==> config.mk <==
export PLATFORM = sky130hd
export DESIGN_NAME = motor_mode_lease_supervisor_core
export DESIGN_NICKNAME = d
export VERILOG_FILES = /design/src/rtl/mmls_pkg.sv /design/src/rtl/mmls_step.sv /design/src/rtl/motor_mode_lease_supervisor_core.sv
export SDC_FILE = /design/constraint.sdc
export NUM_CORES = 1
export LEC_CHECK = 0
export ABC_CLOCK_PERIOD_IN_PS = 5200
export BUFFER_PORTS_ARGS = -buffer_cell sky130_fd_sc_hd__buf_4
export CAP_MARGIN = 20
export CORE_ASPECT_RATIO = 2
export CORE_MARGIN = 2
export CORE_UTILIZATION = 55
export CTS_CLUSTER_SIZE = 12
export DETAILED_ROUTE_END_ITERATION = 8
export GPL_TIMING_DRIVEN = 0
export MAX_ROUTING_LAYER = met4
export PLACE_DENSITY = 0.77
export SLEW_MARGIN = 20
export SYNTH_ARGS = -nofsm -noshare
export SYNTH_HDL_FRONTEND = slang
export SYNTH_SLANG_ARGS = --single-unit
==> constraint.sdc <==
create_clock -name clk_i -period 5.2 [get_ports clk_i]
set_input_delay 0.52 -clock clk_i [delete_from_list [all_inputs] [get_ports clk_i]]
set_output_delay 0.52 -clock clk_i [all_outputs]
set_load 0.005 [all_outputs]
==> src/rtl/mmls_pkg.sv <==
`timescale 1ns / 1ps
// ----------------------------------------------------------------------------
// mmls_pkg
// types and codes shared by the motor mode lease supervisor
// ----------------------------------------------------------------------------
package mmls_pkg;

  // commands
  localparam logic [2:0] CMD_INIT    = 3'd0;
  localparam logic [2:0] CMD_TICK    = 3'd1;
  localparam logic [2:0] CMD_STOP    = 3'd2;
  localparam logic [2:0] CMD_OPEN    = 3'd3;
  localparam logic [2:0] CMD_CLOSED  = 3'd4;
  localparam logic [2:0] CMD_REFRESH = 3'd5;
  localparam logic [2:0] CMD_REQUEST = 3'd6;

  // drive modes
  localparam logic [2:0] MODE_IDLE     = 3'd0;
  localparam logic [2:0] MODE_OPEN     = 3'd1;
  localparam logic [2:0] MODE_SPEED    = 3'd2;
  localparam logic [2:0] MODE_LINE     = 3'd5;

  // block reasons
  localparam logic [2:0] RSN_NONE    = 3'd0;
  localparam logic [2:0] RSN_HW      = 3'd2;
  localparam logic [2:0] RSN_LOCK    = 3'd3;
  localparam logic [2:0] RSN_EMERG   = 3'd4;
  localparam logic [2:0] RSN_DONE    = 3'd5;
  localparam logic [2:0] RSN_TIMEOUT = 3'd7;

  // motor channels
  localparam logic [1:0] CHAN_BOTH    = 2'd2;
  localparam logic [1:0] CHAN_INVALID = 2'd3;

  // configuration register indexes
  localparam logic REG_OPEN_MAX = 1'b0;
  localparam logic REG_LEASE    = 1'b1;

  // configuration reset values
  localparam logic [15:0] OPEN_MAX_RST = 16'd2000;
  localparam logic [15:0] LEASE_RST    = 16'd250;

  typedef struct packed {
    logic [2:0]  mode;
    logic [31:0] now_ms;
    logic        reset_lock;
    logic [1:0]  motor_select;
    logic [31:0] test_len_ms;
    logic [2:0]  target_mode;
    logic [2:0]  stop_reason;
    logic        arm_ok;
  } item_t;

  typedef struct packed {
    logic        request_ok;
    logic [2:0]  mode_now;
    logic [2:0]  reason_now;
    logic        drive_zero;
    logic        motor_stop;
    logic        arm_strobe;
    logic [1:0]  arm_channel;
  } result_t;

  typedef struct packed {
    logic [2:0]  cur_mode;
    logic [2:0]  reason;
    logic        locked;
    logic [31:0] deadline;
  } state_t;

  typedef struct packed {
    logic [15:0] open_max;
    logic [15:0] lease;
  } cfg_t;

endpackage

==> src/rtl/mmls_step.sv <==
`timescale 1ns / 1ps
// ----------------------------------------------------------------------------
// mmls_step
// command decode and next state for one supervisor word
// ----------------------------------------------------------------------------
module mmls_step (
  input  mmls_pkg::item_t   item_i,
  input  mmls_pkg::state_t  state_i,
  input  mmls_pkg::cfg_t    cfg_i,
  output mmls_pkg::state_t  state_o,
  output mmls_pkg::result_t result_o
);

  logic [31:0] add_b;
  logic [31:0] sum;
  logic [31:0] since;
  logic        tgt_closed;
  logic        cur_closed;
  logic        stop;
  logic [2:0]  stop_rsn;
  logic        ok;
  logic        dz;
  logic        arm;
  logic [1:0]  arm_ch;
  mmls_pkg::state_t nxt;

  // one shared adder for the new deadline
  assign add_b = (item_i.mode == mmls_pkg::CMD_OPEN) ? item_i.test_len_ms
                                                     : {16'd0, cfg_i.lease};
  assign sum   = item_i.now_ms + add_b;
  assign since = item_i.now_ms - state_i.deadline;

  assign tgt_closed = (item_i.target_mode >= mmls_pkg::MODE_SPEED) &&
                      (item_i.target_mode <= mmls_pkg::MODE_LINE);
  assign cur_closed = (state_i.cur_mode >= mmls_pkg::MODE_SPEED) &&
                      (state_i.cur_mode <= mmls_pkg::MODE_LINE);

  // command decode
  always_comb begin
    nxt      = state_i;
    ok       = 1'b1;
    dz       = 1'b0;
    arm      = 1'b0;
    arm_ch   = 2'd0;
    stop     = 1'b0;
    stop_rsn = state_i.reason;
    unique case (item_i.mode)
      mmls_pkg::CMD_INIT: begin
        stop       = 1'b1;
        stop_rsn   = item_i.reset_lock ? mmls_pkg::RSN_LOCK : mmls_pkg::RSN_HW;
        nxt.locked = item_i.reset_lock;
      end
      mmls_pkg::CMD_TICK: begin
        // lease or test expiry, signed wrap compare
        if ((state_i.cur_mode == mmls_pkg::MODE_OPEN || cur_closed) && !since[31]) begin
          stop     = 1'b1;
          stop_rsn = (state_i.cur_mode == mmls_pkg::MODE_OPEN) ? mmls_pkg::RSN_DONE
                                                               : mmls_pkg::RSN_TIMEOUT;
        end else if (state_i.cur_mode > mmls_pkg::MODE_LINE) begin
          stop     = 1'b1;
          stop_rsn = mmls_pkg::RSN_HW;
        end
      end
      mmls_pkg::CMD_STOP: begin
        stop     = 1'b1;
        stop_rsn = item_i.stop_reason;
      end
      mmls_pkg::CMD_OPEN: begin
        if (state_i.locked || item_i.motor_select == mmls_pkg::CHAN_INVALID ||
            state_i.cur_mode != mmls_pkg::MODE_IDLE || item_i.test_len_ms == 32'd0 ||
            item_i.test_len_ms > {16'd0, cfg_i.open_max}) begin
          ok = 1'b0;
        end else begin
          arm    = 1'b1;
          arm_ch = item_i.motor_select;
          if (!item_i.arm_ok) begin
            stop     = 1'b1;
            stop_rsn = mmls_pkg::RSN_EMERG;
            ok       = 1'b0;
          end else begin
            dz           = 1'b1;
            nxt.cur_mode = mmls_pkg::MODE_OPEN;
            nxt.reason   = mmls_pkg::RSN_NONE;
            nxt.deadline = sum;
          end
        end
      end
      mmls_pkg::CMD_CLOSED: begin
        if (state_i.locked || !tgt_closed || state_i.cur_mode != mmls_pkg::MODE_IDLE) begin
          ok = 1'b0;
        end else begin
          arm    = 1'b1;
          arm_ch = mmls_pkg::CHAN_BOTH;
          if (!item_i.arm_ok) begin
            stop     = 1'b1;
            stop_rsn = mmls_pkg::RSN_EMERG;
            ok       = 1'b0;
          end else begin
            dz           = 1'b1;
            nxt.cur_mode = item_i.target_mode;
            nxt.reason   = mmls_pkg::RSN_NONE;
            nxt.deadline = sum;
          end
        end
      end
      mmls_pkg::CMD_REFRESH: begin
        if (!tgt_closed || state_i.cur_mode != item_i.target_mode) begin
          ok = 1'b0;
        end else begin
          nxt.deadline = sum;
        end
      end
      mmls_pkg::CMD_REQUEST: begin
        stop = 1'b1;
        if (item_i.target_mode != mmls_pkg::MODE_IDLE) begin
          stop_rsn = mmls_pkg::RSN_HW;
          ok       = 1'b0;
        end
      end
      default: begin
        ok = 1'b0;
      end
    endcase

    // forced stop
    if (stop) begin
      nxt.cur_mode = mmls_pkg::MODE_IDLE;
      nxt.reason   = stop_rsn;
      nxt.deadline = 32'd0;
      dz           = 1'b1;
    end
  end

  assign state_o             = nxt;
  assign result_o.request_ok = ok;
  assign result_o.mode_now   = nxt.cur_mode;
  assign result_o.reason_now = nxt.reason;
  assign result_o.drive_zero = dz;
  assign result_o.motor_stop = stop;
  assign result_o.arm_strobe = arm;
  assign result_o.arm_channel = arm_ch;

endmodule

==> src/rtl/motor_mode_lease_supervisor_core.sv <==
`timescale 1ns / 1ps
// path: an accepted input word passes the input register, then the result register,
// before its result word is offered on the result stream
// throughput: one word per cycle while m_axis_tready_i does not stall the result stage
// the step logic is one short decode plus one 32-bit add and one 32-bit subtract between the two registers
// reset: asynchronous active low; mode safe idle, reason hw unverified, lock clear,
// deadline zero, open-loop max 2000 ms, lease 250 ms, both stages empty
// ----------------------------------------------------------------------------
// motor_mode_lease_supervisor_core
// drive mode supervisor with open-loop test window and closed-loop lease
// ----------------------------------------------------------------------------
module motor_mode_lease_supervisor_core (
  input  logic        clk_i,
  input  logic        rst_ni,
  // configuration write port
  input  logic        cfg_we_i,
  input  logic        cfg_addr_i,
  input  logic [15:0] cfg_wdata_i,
  // command stream
  input  logic        s_axis_tvalid_i,
  output logic        s_axis_tready_o,
  // now_ms[31:0], reset_lock[32], motor_select[34:33], test_len_ms[66:35],
  // target_mode[69:67], stop_reason[72:70], arm_ok[73], zero[79:74]
  input  logic [79:0] s_axis_tdata_i,
  // mode[2:0]
  input  logic [2:0]  s_axis_tuser_i,
  // result stream
  output logic        m_axis_tvalid_o,
  input  logic        m_axis_tready_i,
  // request_ok[0], mode_now[3:1], reason_now[6:4], drive_zero[7], motor_stop[8],
  // arm_strobe[9], arm_channel[11:10], zero[15:12]
  output logic [15:0] m_axis_tdata_o
);

  mmls_pkg::cfg_t    cfg_q;
  mmls_pkg::state_t  state_q, state_d;
  mmls_pkg::item_t   in_q, in_d;
  mmls_pkg::result_t out_q, out_d;
  logic              in_valid_q;
  logic              out_valid_q;
  logic              advance;

  // configuration registers
  always_ff @(posedge clk_i or negedge rst_ni) begin
    if (!rst_ni) begin
      cfg_q.open_max <= mmls_pkg::OPEN_MAX_RST;
      cfg_q.lease    <= mmls_pkg::LEASE_RST;
    end else if (cfg_we_i) begin
      unique case (cfg_addr_i)
        mmls_pkg::REG_OPEN_MAX: cfg_q.open_max <= cfg_wdata_i;
        mmls_pkg::REG_LEASE:    cfg_q.lease    <= cfg_wdata_i;
        default: ;
      endcase
    end
  end

  // handshake: input stage moves on whenever the result stage is free or drains
  assign advance         = in_valid_q && (!out_valid_q || m_axis_tready_i);
  assign s_axis_tready_o = !in_valid_q || advance;

  // unpack command word
  always_comb begin
    in_d.mode         = s_axis_tuser_i;
    in_d.now_ms       = s_axis_tdata_i[31:0];
    in_d.reset_lock   = s_axis_tdata_i[32];
    in_d.motor_select = s_axis_tdata_i[34:33];
    in_d.test_len_ms  = s_axis_tdata_i[66:35];
    in_d.target_mode  = s_axis_tdata_i[69:67];
    in_d.stop_reason  = s_axis_tdata_i[72:70];
    in_d.arm_ok       = s_axis_tdata_i[73];
  end

  // input stage
  always_ff @(posedge clk_i or negedge rst_ni) begin
    if (!rst_ni) begin
      in_valid_q <= 1'b0;
    end else if (s_axis_tready_o) begin
      in_valid_q <= s_axis_tvalid_i;
    end
  end

  always_ff @(posedge clk_i) begin
    if (s_axis_tready_o && s_axis_tvalid_i) begin
      in_q <= in_d;
    end
  end

  mmls_step u_step (
    .item_i   (in_q),
    .state_i  (state_q),
    .cfg_i    (cfg_q),
    .state_o  (state_d),
    .result_o (out_d)
  );

  // supervisor state
  always_ff @(posedge clk_i or negedge rst_ni) begin
    if (!rst_ni) begin
      state_q.cur_mode <= mmls_pkg::MODE_IDLE;
      state_q.reason   <= mmls_pkg::RSN_HW;
      state_q.locked   <= 1'b0;
      state_q.deadline <= 32'd0;
    end else if (advance) begin
      state_q <= state_d;
    end
  end

  // result stage
  always_ff @(posedge clk_i or negedge rst_ni) begin
    if (!rst_ni) begin
      out_valid_q <= 1'b0;
    end else if (advance) begin
      out_valid_q <= 1'b1;
    end else if (m_axis_tready_i) begin
      out_valid_q <= 1'b0;
    end
  end

  always_ff @(posedge clk_i) begin
    if (advance) begin
      out_q <= out_d;
    end
  end

  // pack result word
  assign m_axis_tvalid_o = out_valid_q;
  assign m_axis_tdata_o  = {4'd0, out_q.arm_channel, out_q.arm_strobe, out_q.motor_stop,
                            out_q.drive_zero, out_q.reason_now, out_q.mode_now,
                            out_q.request_ok};

endmodule

## Word-level counts from Yosys, hierarchy flattened

Index checks and enable logic that the tools add are counted.

- Logic and storage cells: 118
- Output and inout bits: 18
- Input port bits: 105
- Register bits: 162

- Magnitude comparators: 6
- Add/sub/neg operators: 2
- Reduce and logical (&&, ||, !) cells: 31
- Multiplexer cells: 43
- Bitwise gates (word level): 1
- Equality and inequality tests: 12

Operators by type and width:

| kind | number |
|---|---|
| $mux 32 | 6 |
| $pmux 32 s3 | 1 |
| $add 32x32->32 | 1 |
| $gt 32x16->1 | 1 |
| $logic_not 32->1 | 1 |
| $sub 32x32->32 | 1 |
| $mux 6 | 5 |
| $mux 3 | 6 |
| $pmux 3 s6 | 1 |
| $mux 1 | 15 |
| $pmux 6 s2 | 1 |
| $logic_or 1x1->1 | 10 |
| $eq 3x3->1 const B | 3 |
| $ne 3x2->1 const B | 3 |
| $eq 3x1->1 const B | 2 |
| $eq 3x2->1 const B | 2 |
| $ge 3x2->1 const B | 2 |
| $le 3x3->1 const B | 2 |
| $mux 2 | 3 |
| $reduce_and 2->1 | 3 |
| $reduce_bool 3->1 | 2 |
| $reduce_or 3->1 | 2 |
| $logic_and 1x1->1 | 5 |
| $pmux 1 s5 | 1 |
| 12 further kinds | 16 |

## Logic depth before layout (Yosys ltp)

Gate-level depths: netlist (run 1).

- Depth after elaboration: 9
- Depth in mapped cells: 17
- Gate-level depth less buffers: 16

## By module

A second synthesis (run 1) with hierarchy kept.

- Cell total of the unflattened synthesis: 910
- Area total of the unflattened synthesis: 9693.0 µm²

Modules (own cells, without submodules):

| module | area an instance (µm²) | cells an instance | sequential area each (µm²) | instances |
|---|---|---|---|---|
| motor_mode_lease_supervisor_core | 5525.3 | 254 | 4515.6 | 1 |
| mmls_step | 4167.7 | 656 | 0.0 | 1 |

## Worst setup path after synthesis (run 1)

Ideal clock, no wire load.

- Kind: flip-flop to flip-flop
- Start: register in_q[76] (netlist bit)
- End: register state_q[24] (netlist bit)
- Required time: 5.072 ns
- Period minus slack after synthesis: 3.614 ns
- Library setup time: 0.128 ns
- Arrival time: 3.487 ns
- Setup slack: 1.586 ns
- Buffers on the path: 3
- Stages on the path, launching flop included: 17
- Cells stage by stage: edfxtp_1 > clkbuf_1 > or3_1 > clkbuf_1 > clkbuf_1 > nand2_1 > nand2_1 > ha_1 > nor2b_1 > o31a_1 > o31ai_1 > o211ai_1 > a41o_1 > nor2b_1 > a311oi_1 > xor2_1 > o22ai_1

- Word-level cells in the longest chain between the ends: 7
- Elaborated cells on any way between the ends: 22
- Those cells by class: 1 x add/sub; 9 x eq/ne; 8 x mux; 4 x reduce/logical

Ends and longest elaborated chain:

| item | line | source |
|---|---|---|
| start: declaration | motor_mode_lease_supervisor_core.sv:37 | `mmls_pkg::item_t in_q, in_d;` |
| start signal: assignment | motor_mode_lease_supervisor_core.sv:84 | `in_q <= in_d;` |
| $eq 3x2->1 | mmls_step.sv:28, mmls_step.sv:47 |  |
| $mux 32 | mmls_step.sv:28 | `assign add_b = (item_i.mode == mmls_pkg::CMD_OPEN) ? item_i.test_len_ms` |
| $add 32x32->32 | mmls_step.sv:30 | `assign sum = item_i.now_ms + add_b;` |
| $mux 32 | mmls_step.sv:76, mmls_step.sv:94 |  |
| $mux 32, on equally long branches | mmls_step.sv:89, mmls_step.sv:69 |  |
| $pmux 32 s3 | mmls_step.sv:47 | `unique case (item_i.mode)` |
| $mux 32 | mmls_step.sv:126 | `if (stop) begin` |
| end signal: assignment | motor_mode_lease_supervisor_core.sv:104 | `state_q <= state_d;` |
| end: declaration | motor_mode_lease_supervisor_core.sv:36 | `mmls_pkg::state_t state_q, state_d;` |

Parallel ways exist; a longest one is shown, timed or not. The select of a mux whose other input is x is not followed.
A chain may end at the register's enable or synchronous reset.

## Final worst setup path (run 1)

- Start: register in_q[76] (netlist bit)
- End: register state_q[30] (netlist bit)

The elaborated chain is that of the path after synthesis.

==> results of run 1 <==
layout by cell type (no fill, tap or decap), types with 7 or more instances in the layout:
| cell type | count |
|---|---|
| inv_1 | 61 |
| nand4_1 | 9 |
| ha_1 | 77 |
| clkbuf_1 | 17 |
| clkbuf_16 | 17 |
| o21a_1 | 8 |
| a31oi_1 | 9 |
| or4_1 | 7 |
| o21ai_0 | 54 |
| xnor2_1 | 10 |
| dfrtp_1 | 60 |
| dfstp_2 | 13 |
| and2_1 | 16 |
| nand3_1 | 14 |
| mux2_2 | 19 |
| nand2_1 | 110 |
| nor2b_1 | 8 |
| and3_1 | 7 |
| buf_2 | 7 |
| and4_1 | 8 |
| edfxtp_1 | 89 |
| or3_1 | 13 |
| nor4_1 | 8 |
| o22ai_1 | 8 |
| nor2_1 | 33 |
| xor2_1 | 18 |
| a21o_1 | 15 |
| nor3_1 | 10 |
| a21oi_1 | 48 |
| buf_4 | 117 |
through the flow:
stage	hold WS (ns)	instance area [um2]	cells	setup WS, ns	total power, uW
2_1_floorplan	0.224	9030	850	1.59	2120
3_3_place_gp	0.468	10100	1166	0.522	2370
3_5_place_dp	0.483	10200	1167	0.502	2400
4_1_cts	0.247	10800	1199	0.462	3700
5_1_grt	0.247	10800	1201	0.0299	3860
6_report	0.247	10800	1201	0.261	3700
final cells by class:
| class | count | share of cell area, % |
|---|---|---|
| plain buffers | 30 | 1.37 |
| clock buffers | 17 | 3.94 |
| clock inverters | 15 | 1.69 |
| inverters | 62 | 2.15 |
| multi-input cells | 596 | 38.3 |
| flip-flops and latches | 162 | 41.8 |
| well taps | 204 | 2.36 |
| repair buffers | 115 | 8.38 |
registers in the layout, indices dropped and copies added, names as in the netlist:
| signal | count |
|---|---|
| state_q | 39 |
| m_axis_tdata_o | 12 |
| in_valid_q | 1 |
| m_axis_tvalid_o | 1 |
| in_q | 77 |
| cfg_q | 32 |
worst max-delay path, cell delays in order (launching register included):
cell	delay, ns
edfxtp_1	0.39
clkbuf_1	0.24
nor3_1	0.86
clkbuf_1	0.45
nand2_1	0.12
nand2_1	0.08
ha_1	0.30
a21oi_1	0.17
o21ai_0	0.16
a2111oi_0	0.65
o211ai_1	0.24
a41o_1	0.33
nor2b_1	0.19
o21ai_0	0.29
xor2_1	0.21
o22ai_1	0.12
where the power goes:
group	switching, uW	internal, uW
Combinational	455	346
Clock	546	759
Sequential	80.0	1520
Total	1080	2620
metal layers:
metal  vias up  part of all wire (%)  GRT usage (%)  wire (um)
li1       3358                     -              -          -
met1      3392                    34           27.3       7850
met2       273                    55           50.1      12700
met3       109                   4.5           3.86       1040
met4         0                   6.6           19.1       1520
met5         -                     0              -          0
logic make-up after synthesis:
group                    count (synthesis)
AND/OR/NAND/NOR                        258
AO/OA/AOI/OAI                          205
flip-flops                             162
multiplexers                            23
XOR/XNOR                                28
other                                    1
adder cells (fa/ha/maj)                 78
buffers and inverters                   92
final timing paths:
path / cells past startpoint / endpoint / startpoint / slack [ns]
setup / recovery: 15 / state_q[30]$_DFFE_PN0P_ / in_q[76]$_DFFE_PP_ / 0.26
min in group asynchronous: 2 / state_q[0]$_DFFE_PN0P_ / rst_ni / 0.51
setup reg to reg: 15 / state_q[30]$_DFFE_PN0P_ / in_q[76]$_DFFE_PP_ / 0.26
hold / removal: 1 / in_q[13]$_DFFE_PP_ / s_axis_tdata_i[41] / 0.25
hold reg to reg: 1 / m_axis_tvalid_o$_DFFE_PN0P_ / in_valid_q$_DFFE_PN0N_ / 0.49
max in group asynchronous: 3 / cfg_q[26]$_DFFE_PN1P_ / rst_ni / 4.07
what timing repair did:
action	in CTS	in global routing
setup buffers	0	0
hold endpoints to repair	0	15
hold buffers	0	1
==> run_results.csv, run 1 <==
group,metric,value,unit
setup_path,start_kind,"flop",
global_routing,grt_pass1_wl,35700,um
yosys,synth-xor-area-share,2.72,%
routing,wl_per_cell,19.2,um
hold_path,min_path_type,"input pin to flop",
yosys,synth_commonest_cells,"nand2_1, edfxtp_1, ha_1, inv_1, dfrtp_1",
sta,rsz0062_at_grt,"false",
sta,fin_skew,0.0115,ns
floorplan,core,16200,um2
global_routing,grt_use_total,28.0,%
sta,setup_tns,0,ns
yosys,synthArstFlopShare,45.1,%
yosys,synthCells,847,
clocking,cts_buffer_depth,2,
yosys,yosys.area_share.simple,14.1,%
yosys,ys_seq_area_share,50.1,%
finish,regArea,4520,um2
job,maxCapViolations,0,
clocking,cts_tree,"built",
place,port_buffers,112,
floorplan,die_width,94.6,um
status,status,"finished clean",
finish,multi_input_area,4140,um2
clocking,numClockSinks,162,
setup_path,cp-end-kind,"flop",
clocking,root_buffer,"clkbuf_16",
yosys,synth_compound_gate_area_share,15.2,%
yosys,synth_top_family_by_area,"compound AO/OA/AOI/OAI gates",
setup_path,cp_data_required_time,5.51,ns
yosys,yosysMostFrequentCell,"nand2_1",
global_routing,grt_pass1_vias,7228,
yosys,yosysTopAreaCellShare,29.6,%
yosys,yosys.area_share.adder,10.9,%
floorplan,initial_core_util,55.7,%
setup_path,arrival,5.25,ns
sta,setup_violations,0,
sta,max-slew-margin-rel,28.6,%
yosys,synth_top_area_cell,"edfxtp_1",
sta,fmax,202,MHz
power_and_ir_drop,p_per_area,343,nW/um2
floorplan,dieArea,17500,um2
power_and_ir_drop,power.leakage,0.00468,uW
routing,vias_per_cell,5.94,
sta,timing.final.hold_violations,0,
setup_path,critPathKind,"flop to flop",
yosys,netlist-cell-type-count,73,
yosys,synthTopCellsByArea,"edfxtp_1, dfrtp_1, ha_1",
finish,fin_util,66.8,%
yosys,synth_area,9020,um2
yosys,muxShareOfSynthArea,2.82,%
finish,diodes,0,
yosys,synth_warnings,0,
sta,period_needed,4.94,ns
yosys,yosys_register_bits,162,
finish,nNetsFinal,1167,
yosys,syn_avg_cell_area,10.7,um2
yosys,ys.flop_type,"edfxtp_1",
sta,drv_slew,0,
place,hpwl,17100,um
setup_path,cp_max_fo,10,
global_routing,grt_max_degree,74,
routing,num_vias,7132,
floorplan,rows,66,
global_routing,grt.overflow.total,0,
power_and_ir_drop,vdd_drop_max,0.224,mV
routing,dr.pass1.iters,6,
place,place.gp.congestion,0.936,
floorplan,io_pins,123,
clocking,cts_resized,0,
sta,fin_crit_sh,95.0,%
clocking,numCtsBuffers,17,
sta,tightest_slew,1.06,ns
global_routing,antenna_found_initial,0,
finish,area_growth,19.8,%
routing,postRouteWirelength,23100,um
floorplan,dieHeight,185,um
routing,first_iter_violations,466,
finish,drive_gt1_share,20.6,%
finish,fillers,1306,
clocking,clkTransAtPathRegs,0.07,ns
clocking,worstSkewPairLatency,0.44,ns
routing,drcViolationCount,0,
routing,antenna_left,0,
clocking,cts_max_level,4,
yosys,synth_edf_count,89,
Note: power is estimated with default switching activity, not from simulation.
==> inputs of run 2 (changes only) <==
--- a/config.mk
+++ b/config.mk
@@ -13,7 +13,6 @@
 export CORE_UTILIZATION = 55
 export CTS_CLUSTER_SIZE = 12
 export DETAILED_ROUTE_END_ITERATION = 8
-export GPL_TIMING_DRIVEN = 0
 export MAX_ROUTING_LAYER = met4
 export PLACE_DENSITY = 0.77
 export SLEW_MARGIN = 20
==> run_results.csv, run 2 (synthesized netlist as in run 1, its figures left out) <==
group,metric,value,unit
global_routing,use_met3,3.86,%
setup_path,critPathKind,"flop to flop",
clocking,worstSkewPairLatency,0.43,ns
routing,first_iter_violations,369,
clocking,root_buffer,"clkbuf_16",
routing,postRouteWirelength,21300,um
setup_path,cpMaxStageDelayCell,"nor3_2",
setup_path,start_kind,"flop",
floorplan,io_pins,123,
floorplan,rows,66,
global_routing,grt_pass1_vias,7077,
global_routing,gr-max-usage-layer,"met2",
sta,fmax,228,MHz
finish,final_cell_mix,"buf_4, nand2_1, edfxtp_1",
sta,rsz0062_at_grt,"false",
sta,fin_ws,0.804,ns
global_routing,use_met1,25.7,%
routing,drcViolationCount,0,
job,maxCapViolations,0,
power_and_ir_drop,power.leakage,0.00460,uW
floorplan,die_width,94.6,um
setup_path,r2r-start,"in_q[75]$_DFFE_PP_",
floorplan,dieArea,17500,um2
finish,largest-register,"in_q",
global_routing,gr-usage-met2,48.5,%
clocking,cts_max_level,4,
clocking,post_cts.repair.setup_buffers,0,
setup_path,critPathMaxStageDelay,0.75,ns
setup_path,worstPathCellList,"inv_1, nor3_2, nand2_1, nand2_1, ha_1, a21oi_1, o21ai_0, a2111oi_0, o211ai_1, a41o_1, nor2b_1, a311oi_1, xor2_1, o22ai_1",
global_routing,grt_max_degree,78,
finish,multi_input_area,4150,um2
routing,antenna_left,0,
finish,area_growth,17.8,%
clocking,postCtsHoldBufs,0,
routing,num_vias,6877,
global_routing,grt.overflow.total,0,
setup_path,cp_data_required_time,5.49,ns
place,port_buffers,112,
power_and_ir_drop,vdd_drop_max,0.260,mV
status,status,"finished clean",
finish,reg_top3,"in_q (77), state_q (39), cfg_q (32)",
sta,period_needed,4.40,ns
sta,timing.final.hold_violations,0,
routing,vias_per_cell,5.86,
place,placed_area,10000,um2
clocking,cts_resized,0,
sta,fin_crit_sh,84.5,%
floorplan,initial_core_util,55.7,%
finish,fin_area,10600,um2
routing,dr.pass1.iters,5,
global_routing,grt_pass1_wl,33700,um
global_routing,antenna_found_initial,0,
setup_path,rrSetupSlack,0.80,ns
sta,setup_tns,0,ns
clocking,numClockSinks,162,
finish,fillers,1317,
floorplan,dieHeight,185,um
finish,final_common_cell,"buf_4",
sta,drv_slew,0,
finish,diodes,0,
power_and_ir_drop,p_per_area,341,nW/um2
hold_path,min_path_type,"input pin to async pin",
global_routing,grt_use_total,26.2,%
place,hpwl,15600,um
finish,nNetsFinal,1140,
clocking,cts_buffer_depth,2,
setup_path,critPathMostFrequentCell,"nand2_1",
setup_path,crit_end,"state_q[24]$_DFFE_PN0P_",
setup_path,cp-end-kind,"flop",
sta,max-slew-margin-rel,31.0,%
setup_path,cp_max_fo,12,
sta,setup_violations,0,
floorplan,core,16200,um2
routing,wl_per_cell,18.1,um
setup_path,r2r.worst_path.cells,14,
clocking,clkTransAtPathRegs,0.06,ns
finish,drive_gt1_share,20.3,%
setup_path,cp-startpoint,"in_q[75]$_DFFE_PP_",
clocking,numCtsBuffers,17,
setup_path,arrival,4.69,ns
place,dp_slack,0.894,ns
finish,regArea,4520,um2
place,place.gp.congestion,0.895,
sta,fin_skew,0.0128,ns
sta,tightest_slew,1.03,ns
finish,largest_reg_flops,77,
clocking,cts_tree,"built",
setup_path,r2r_end,"state_q[24]$_DFFE_PN0P_",
## run 2: cell count changes in the layout (fill, tap and decap cells not counted), sizes merged
cell         change
inv              -2
dlygate4sd3      -1
clkinvlp         -1
clkbuf          -16
buf              -9
clkinv           +2
## run 2: stage by stage
stage / power [uW] / instances / hold WS [ns] / util, %
finish: 3630 / 1174 / 0.254 / 65.7
global route: 3800 / 1174 / 0.243 / 65.7
CTS: 3640 / 1174 / 0.247 / 65.7
detailed placement: 2380 / 1142 / 0.479 / 62.0
global placement: 2350 / 1142 / 0.469 / 62.0
floorplan: 2120 / 850 / 0.224 / -
## run 2: final cells by class
cell class	instances	area share (%)
Multi-Input combinational cell	596	39.0
Inverter	62	2.19
Tap cell	204	2.40
Clock buffer	18	4.04
Clock inverter	14	1.54
Sequential cell	162	42.5
Timing Repair Buffer	118	8.33
## run 2: worst min-delay path by stage
| stage | cells past startpoint | from | slack [ns] | to |
|---|---|---|---|---|
| finish | 1 | rst_ni | 0.25 | m_axis_tvalid_o$_DFFE_PN0P_ |
| global route | 1 | s_axis_tdata_i[40] | 0.24 | in_q[12]$_DFFE_PP_ |
| CTS | 1 | s_axis_tdata_i[42] | 0.25 | in_q[14]$_DFFE_PP_ |
| detailed placement | 1 | in_valid_q$_DFFE_PN0N_ | 0.48 | m_axis_tvalid_o$_DFFE_PN0P_ |
| global placement | 1 | in_valid_q$_DFFE_PN0N_ | 0.47 | m_axis_tvalid_o$_DFFE_PN0P_ |
| floorplan | 0 | rst_ni | 0.22 | cfg_q[0]$_DFFE_PN0P_ |
## run 2: critical path: cells and delay by family (launching register included)
kind                       cells  cell delay (ns)
xor gates and xnor gates       1             0.18
and+or+nand+nor                4             1.15
DFF                            1             0.57
buffers and inverters          1             0.20
AOI/OAI and AO/OA              7             1.86
adders and majority gates      1             0.30
## run 2: where the power goes
| part | leakage [uW] | switching [uW] | internal [uW] |
|---|---|---|---|
| Sequential | 0.00177 | 78.7 | 1520 |
| Clock | 0.000286 | 511 | 753 |
| Combinational | 0.00255 | 430 | 334 |
| Total | 0.00460 | 1020 | 2610 |
## run 2: layer usage
| metal | up-vias | wire length [um] |
|---|---|---|
| met4 | 0 | 954 |
| met3 | 64 | 797 |
| met5 | - | 0 |
| met2 | 209 | 12000 |
| li1 | 3302 | - |
| met1 | 3302 | 7560 |
